--- config.mk ---
export PLATFORM = sky130hd
export DESIGN_NAME = footswitch_toggle_long_press_unit
export DESIGN_NICKNAME = d
export VERILOG_FILES = /design/src/rtl/fstlp_pkg.sv /design/src/rtl/fstlp_step.sv /design/src/rtl/footswitch_toggle_long_press_unit.sv
export SDC_FILE = /design/constraint.sdc
export NUM_CORES = 1
export LEC_CHECK = 0
export BUFFER_PORTS_ARGS = -buffer_cell sky130_fd_sc_hd__buf_2
export CAP_MARGIN = 15
export CORE_AREA = 2 2 137 112
export DETAILED_ROUTE_END_ITERATION = 8
export DIE_AREA = 0 0 139 114
export PLACE_DENSITY = 0.66
export SLEW_MARGIN = 20
export SYNTH_ARGS = -nofsm -noshare
export SYNTH_HDL_FRONTEND = slang
export SYNTH_SLANG_ARGS = --single-unit
--- constraint.sdc ---
create_clock -name clk_i -period 8.6 [get_ports clk_i]
set_clock_uncertainty 0.2 [all_clocks]
set_input_delay 0.86 -clock clk_i [delete_from_list [all_inputs] [get_ports clk_i]]
set_output_delay 0.86 -clock clk_i [all_outputs]
set_load 0.1 [all_outputs]
--- src/rtl/fstlp_pkg.sv ---
`default_nettype none

package fstlp_pkg;

  localparam int unsigned DebounceLimitW = 16;
  localparam int unsigned LongPressW     = 25;
  localparam int unsigned CfgDataW       = 25;
  localparam int unsigned CfgIndexW      = 2;

  localparam logic [DebounceLimitW-1:0] DebounceLimitRst = 16'd16;
  localparam logic [LongPressW-1:0]     LongPressRst     = 25'd20000000;
  localparam logic                      InitialEffectRst = 1'b0;

  typedef enum logic [CfgIndexW-1:0] {
    CFG_DEBOUNCE_LIMIT = 2'd0,
    CFG_LONG_PRESS     = 2'd1,
    CFG_INITIAL_EFFECT = 2'd2
  } cfg_idx_e;

  typedef struct packed {
    logic effect;
    logic feedback;
    logic lamp;
    logic was_released;
    logic toggle_pending;
    logic turning_on;
  } flags_t;

  typedef struct packed {
    logic effect_on;
    logic feedback_on;
    logic effect_lamp;
    logic effect_changed;
    logic feedback_changed;
  } res_t;

endpackage

`default_nettype wire

--- src/rtl/fstlp_step.sv ---
`default_nettype none

module fstlp_step #(
  parameter int unsigned HOLD_WIDTH     = 25,
  parameter int unsigned DEBOUNCE_WIDTH = 16
) (
  input  wire logic                                switch_level_i,
  input  wire logic [fstlp_pkg::DebounceLimitW-1:0] debounce_limit_i,
  input  wire logic [fstlp_pkg::LongPressW-1:0]     long_press_ticks_i,
  input  wire logic [DEBOUNCE_WIDTH-1:0]           integ_i,
  input  wire logic [HOLD_WIDTH-1:0]               hold_i,
  input  wire fstlp_pkg::flags_t                   flags_i,
  output logic      [DEBOUNCE_WIDTH-1:0]           integ_o,
  output logic      [HOLD_WIDTH-1:0]               hold_o,
  output fstlp_pkg::flags_t                        flags_o,
  output fstlp_pkg::res_t                          res_o
);
  import fstlp_pkg::*;

  localparam int unsigned LimW = (DEBOUNCE_WIDTH > DebounceLimitW) ?
                                 DEBOUNCE_WIDTH : DebounceLimitW;
  localparam int unsigned LpW  = (HOLD_WIDTH > LongPressW) ? HOLD_WIDTH : LongPressW;

  logic [LimW-1:0]           lim_ext, imax_ext;
  logic [LpW-1:0]            lp_ext, hmax_ext;
  logic [DEBOUNCE_WIDTH-1:0] limit;
  logic [HOLD_WIDTH-1:0]     longp;
  logic [HOLD_WIDTH-1:0]     hold_max;
  logic [DEBOUNCE_WIDTH-1:0] integ_n;
  logic                      eff_chg, fb_chg;
  flags_t                    nxt;

  // clip the register values to the counter ranges
  always_comb begin
    lim_ext  = LimW'(debounce_limit_i);
    imax_ext = LimW'({DEBOUNCE_WIDTH{1'b1}});
    limit    = (lim_ext > imax_ext) ? {DEBOUNCE_WIDTH{1'b1}} : DEBOUNCE_WIDTH'(lim_ext);
    lp_ext   = LpW'(long_press_ticks_i);
    hmax_ext = LpW'({HOLD_WIDTH{1'b1}});
    hold_max = {HOLD_WIDTH{1'b1}};
    longp    = (lp_ext > hmax_ext) ? hold_max : HOLD_WIDTH'(lp_ext);
  end

  always_comb begin
    integ_n = integ_i;
    if (!switch_level_i) begin
      if (integ_i != '0) integ_n = integ_i - 1'b1;
    end else if (integ_i < limit) begin
      integ_n = integ_i + 1'b1;
    end

    nxt     = flags_i;
    hold_o  = hold_i;
    integ_o = integ_n;
    eff_chg = 1'b0;
    fb_chg  = 1'b0;

    if (integ_n == '0) begin
      if (hold_i != hold_max) hold_o = hold_i + 1'b1;
      if (flags_i.effect) begin
        if (flags_i.was_released) nxt.toggle_pending = 1'b1;
        if (hold_o >= longp && !flags_i.feedback && !flags_i.turning_on) begin
          hold_o       = longp;
          nxt.lamp     = 1'b0;
          nxt.feedback = 1'b1;
          fb_chg       = 1'b1;
        end
      end else begin
        nxt.turning_on     = 1'b1;
        nxt.toggle_pending = 1'b0;
        nxt.effect         = 1'b1;
        nxt.lamp           = 1'b1;
        nxt.feedback       = 1'b0;
        eff_chg            = 1'b1;
      end
      nxt.was_released = 1'b0;
    end else if (integ_n >= limit) begin
      if (flags_i.toggle_pending && !flags_i.feedback && flags_i.effect) begin
        nxt.effect = 1'b0;
        eff_chg    = 1'b1;
      end
      nxt.lamp = nxt.effect;
      if (flags_i.feedback) begin
        nxt.feedback = 1'b0;
        fb_chg       = 1'b1;
      end
      nxt.turning_on     = 1'b0;
      nxt.toggle_pending = 1'b0;
      nxt.was_released   = 1'b1;
      hold_o             = '0;
      integ_o            = limit;
    end

    flags_o                = nxt;
    res_o.effect_on        = nxt.effect;
    res_o.feedback_on      = nxt.feedback;
    res_o.effect_lamp      = nxt.lamp;
    res_o.effect_changed   = eff_chg;
    res_o.feedback_changed = fb_chg;
  end

endmodule

`default_nettype wire

--- src/rtl/footswitch_toggle_long_press_unit.sv ---
// An accepted word goes to the input register, then to the result register as
// its result word. Throughput: one word per cycle while the result side is not
// stalled; the tick update is a single pass of the step logic between them.
// Reset (rst_ni low, async): registers return to their defaults, the counters
// clear, effect and lamp take the initial_effect default, both channels empty.
`default_nettype none

module footswitch_toggle_long_press_unit #(
  parameter int unsigned HOLD_WIDTH     = 25,
  parameter int unsigned DEBOUNCE_WIDTH = 16
) (
  input  wire logic                               clk_i,
  input  wire logic                               rst_ni,
  input  wire logic                               cfg_we_i,
  input  wire logic [fstlp_pkg::CfgIndexW-1:0]    cfg_index_i,
  input  wire logic [fstlp_pkg::CfgDataW-1:0]     cfg_data_i,
  input  wire logic                               in_valid_i,
  output logic                                    in_stall_o,
  input  wire logic                               switch_level_i,
  output logic                                    out_valid_o,
  input  wire logic                               out_stall_i,
  output logic                                    effect_on_o,
  output logic                                    feedback_on_o,
  output logic                                    effect_lamp_o,
  output logic                                    effect_changed_o,
  output logic                                    feedback_changed_o
);
  import fstlp_pkg::*;

  logic [DebounceLimitW-1:0] debounce_limit_q;
  logic [LongPressW-1:0]     long_press_q;

  logic                      s1_valid_q, s1_level_q;
  logic                      out_valid_q;
  res_t                      res_q, res_d;

  logic [DEBOUNCE_WIDTH-1:0] integ_q, integ_d;
  logic [HOLD_WIDTH-1:0]     hold_q, hold_d;
  flags_t                    flags_q, flags_d;

  logic                      advance, accept;

  assign advance    = s1_valid_q && !(out_valid_q && out_stall_i);
  assign in_stall_o = s1_valid_q && !advance;
  assign accept     = in_valid_i && !in_stall_o;

  fstlp_step #(
    .HOLD_WIDTH     (HOLD_WIDTH),
    .DEBOUNCE_WIDTH (DEBOUNCE_WIDTH)
  ) u_step (
    .switch_level_i     (s1_level_q),
    .debounce_limit_i   (debounce_limit_q),
    .long_press_ticks_i (long_press_q),
    .integ_i            (integ_q),
    .hold_i             (hold_q),
    .flags_i            (flags_q),
    .integ_o            (integ_d),
    .hold_o             (hold_d),
    .flags_o            (flags_d),
    .res_o              (res_d)
  );

  always_ff @(posedge clk_i or negedge rst_ni) begin
    if (!rst_ni) begin
      debounce_limit_q <= DebounceLimitRst;
      long_press_q     <= LongPressRst;
      integ_q          <= '0;
      hold_q           <= '0;
      flags_q          <= '{effect: InitialEffectRst, feedback: 1'b0,
                            lamp: InitialEffectRst, was_released: 1'b1,
                            toggle_pending: 1'b0, turning_on: 1'b0};
    end else begin
      if (advance) begin
        integ_q <= integ_d;
        hold_q  <= hold_d;
      end
      // restore write loads effect and lamp directly
      if (cfg_we_i && (cfg_index_i == CFG_INITIAL_EFFECT)) begin
        flags_q.effect <= cfg_data_i[0];
        flags_q.lamp   <= cfg_data_i[0];
      end else if (advance) begin
        flags_q <= flags_d;
      end
      if (cfg_we_i) begin
        unique case (cfg_index_i)
          CFG_DEBOUNCE_LIMIT: debounce_limit_q <= cfg_data_i[DebounceLimitW-1:0];
          CFG_LONG_PRESS:     long_press_q     <= cfg_data_i[LongPressW-1:0];
          default: ;
        endcase
      end
    end
  end

  always_ff @(posedge clk_i or negedge rst_ni) begin
    if (!rst_ni) begin
      s1_valid_q  <= 1'b0;
      out_valid_q <= 1'b0;
    end else begin
      s1_valid_q <= accept || (s1_valid_q && !advance);
      if (advance) begin
        out_valid_q <= 1'b1;
      end else if (!out_stall_i) begin
        out_valid_q <= 1'b0;
      end
    end
  end

  always_ff @(posedge clk_i) begin
    if (accept) s1_level_q <= switch_level_i;
    if (advance) res_q <= res_d;
  end

  assign out_valid_o        = out_valid_q;
  assign effect_on_o        = res_q.effect_on;
  assign feedback_on_o      = res_q.feedback_on;
  assign effect_lamp_o      = res_q.effect_lamp;
  assign effect_changed_o   = res_q.effect_changed;
  assign feedback_changed_o = res_q.feedback_changed;

endmodule

`default_nettype wire

==> impl_metrics.ini <==
[status]
status = finished, final reports clean

[floorplan]
io_pins = 40
initial_utilization_pct = 48.6
core_area_um2 = 14600
die-height_um = 114
rows = 40
die_w_um = 139
dieArea_um2 = 15800

[clock_tree]
clk_latency_ns = 0.36
numCtsBuffers = 9
clk_pin_slew_ns = 0.07
cts_hold_buf = 0
clk_path_buf_depth = 2
root_buffer = clkbuf_16
cts_tree = done
cts.sinks = 96
htree_levels = 3
post_cts_buffers = 0
cts_resized = 0

[logic_synthesis]
synth_common_cells = nand2_1 (92), dfrtp_1 (80), ha_1 (59)
yosysTopAreaCellShare_pct = 28.2
synth.distinct_cells = 72
synthTopCellsByArea = dfrtp_1 (28%), ha_1 (10%), nand2_1 (4.9%)
ys_warn_count = 0
avgSynthCellArea_um2 = 9.08
yosysSeqAreaShare_pct = 34.4
synth_most_common_cell = nand2_1
netlist_area_um2 = 7100
async_reset_ff_share_pct = 93.8
synth_edf_count = 6
syn_nets = 874
synth_top_flop_cell = dfrtp_1
synthCells = 782
synth_area_leader_cell = dfrtp_1
ys_seq_elements = 96

[final_layout]
diodes = 0
final_nets = 891
drive_above_1_share_pct = 16.8
multi_input_area_um2 = 4240
fillers = 1342
regArea_um2 = 2440
area_delta_synth_final_pct = 8.18

[sta]
maxClockFrequency_ghz = 0.167
drv_slew = 0
setup_ws_ns = 2.62
period_minus_slack_ns = 5.98
tightest_slew_ns = 1.12
finalSetupViolCount = 0
rsz0062_at_grt = no
slew_headroom_pct = 25.1
hold_viol = 0
fin_crit_sh_pct = 69.5
finalSetupTns_ns = 0

[run]
max_cap_viol_count = 0

[setup_path]
r2r-start = hold_q[0]
worst-r2r-setup-slack_ns = 2.62
start_kind = flop
end_kind = flop
cp.arrival_ns = 5.99
startpoint = hold_q[0]
timing.rr.end = hold_q[4]
crit_type = reg2reg
reg2regPathDepth = 21
critPathMaxFanout = 17
cp.required_ns = 8.62

[detailed_routing]
routed_wl_um = 18200
drtPass1Iterations = 4
wl_met2_um = 7580
num_vias = 5833
highest_layer = met4
avgRoutedWirePerCell_um = 18.3
drc = 0
vias_per_cell = 5.87
wl_met3_um = 967
drtIter0Drc = 450
drt-met1-wl_um = 9460
drtAntennaViolNets = 0

[placed_design]
dpl.hpwl_um = 13600
preCtsSetupSlack_ns = 2.78
gp_routability_congestion = 0.919
numPortBuffers = 39

[hold_path]
holdPathStages = 1
hold-path-endpoint = long_press_q[2]
min_from = long_press_q[2]
hp-class = reg2reg

[global_routing]
grt_pass1_wl_um = 29800
antenna_found_initial = 0
grt_max_degree = 48
grt_usage_pct = 23.7
grt_overflow_total = 0
grt_pass1_vias = 5557

[power]
p_sw_share_pct = 42.6
p_leak_uw = 0.00358
p_switching_uw = 853
pwr_density_cell_nw_per_um2 = 261
p_int_uw = 1150
pwr-share-clk_pct = 21.9
power_frac_comb_pct = 44.2
seq_power_share_pct = 33.9
irDropWorstVdd_mv = 0.177
==> cells in the final DEF (no fill, tap or decap), types with 4 or more instances in the layout <==
cell type  count
nor2b_1        6
xnor2_1       22
dfstp_2       10
edfxtp_1       6
nor4_1         8
nand2_1       92
nor3_1        16
ha_1          59
a21oi_1       30
buf_2         38
dfrtp_1       80
mux2i_1       29
o21ai_2       17
and4_1         8
nor4_4         4
or3_1         11
buf_4          6
nand4_1       24
nand3_1       20
and3_1        11
nor2_1        35
nand2b_1       8
mux2_2        25
nor3b_1        4
o21ai_1       21
inv_1         55
a21o_1        17
o21ai_0       50
clkbuf_16      9
xor2_1        14
a31oi_1        9
==> through the flow <==
stage / area (µm²) / hold WS, ns / util (%) / std cells / total power [µW]
final: 7680 / 0.311 / 52.5 / 993 / 2000
after global routing: 7680 / 0.341 / 52.5 / 993 / 2140
after floorplan: 7100 / 0.257 / - / 782 / 1360
after detailed placement: 7360 / 0.301 / 50.4 / 977 / 1560
after global placement: 7360 / 0.274 / 50.4 / 977 / 1530
after CTS: 7680 / 0.315 / 52.5 / 993 / 2000
==> registers in the layout, summed over array words and instances, names as in the netlist <==
register	flops
hold_q	25
feedback_changed_o	1
effect_lamp_o	1
long_press_q	25
flags_q	6
effect_changed_o	1
out_valid_o	1
effect_on_o	1
debounce_limit_q	16
s1_level_q	1
s1_valid_q	1
feedback_on_o	1
integ_q	16
==> worst max-delay path by stage <==
stage	endpoint	slack [ns]
floorplan	hold_q[1]	3.75
global placement	hold_q[7]	2.79
detailed placement	hold_q[21]	2.78
CTS	hold_q[4]	2.74
global route	hold_q[24]	2.16
finish	hold_q[4]	2.62
==> metal layers <==
metal	up-vias	track usage [%]
met1	2814	36.9
met2	166	34.8
met4	0	4.71
met3	18	3.90
met5	-	0
li1	2835	-
==> critical path, cell delays in order, from the launching register on <==
cell	delay, ns
dfrtp_1	0.45
ha_1	0.24
nand3_1	0.19
nor4_1	0.12
and4_1	0.32
nor2_1	0.24
nand3_1	0.16
nor3_1	0.50
nand3_1	0.36
nor2_1	0.21
xor2_1	0.21
ha_1	0.27
and4_1	0.24
nor4b_1	0.15
a31oi_1	0.29
nand3_1	0.15
a211oi_1	0.27
a21oi_1	0.19
nand2_1	0.34
buf_4	0.37
mux2i_1	0.27
o21ai_2	0.06
==> logic make-up (layout without fill, tap and decap cells) <==
logic type | count (synthesis) | count (layout) | synth area share, %
multiplexers | 54 | 54 | 8.06
adder cells (fa/ha/maj) | 59 | 59 | 10.4
AND/OR/NAND/NOR | 267 | 267 | 20.3
AO/OA/AOI/OAI | 176 | 176 | 16.4
XOR/XNOR | 36 | 36 | 4.44
buffers and inverters | 94 | 116 | 5.92
flip-flops | 96 | 96 | 34.4
==> area by class of cell <==
type,count,share of cell area [%]
Timing Repair Buffer,44,3.06
Clock inverter,4,0.880
Sequential cell,96,31.8
Inverter,56,2.74
Tap cell,189,3.08
Clock buffer,12,3.21
Multi-Input combinational cell,592,55.2
==> power groups by stage <==
| stage | Clock (µW) | Combinational (µW) | Sequential, µW |
|---|---|---|---|
| detailed placement | 0 | 872 | 686 |
| global placement | 0 | 851 | 679 |
| floorplan | 0 | 730 | 632 |
| global route | 461 | 983 | 698 |
| CTS | 445 | 879 | 677 |
| finish | 438 | 885 | 680 |
Power figures use the tool's default switching activity.
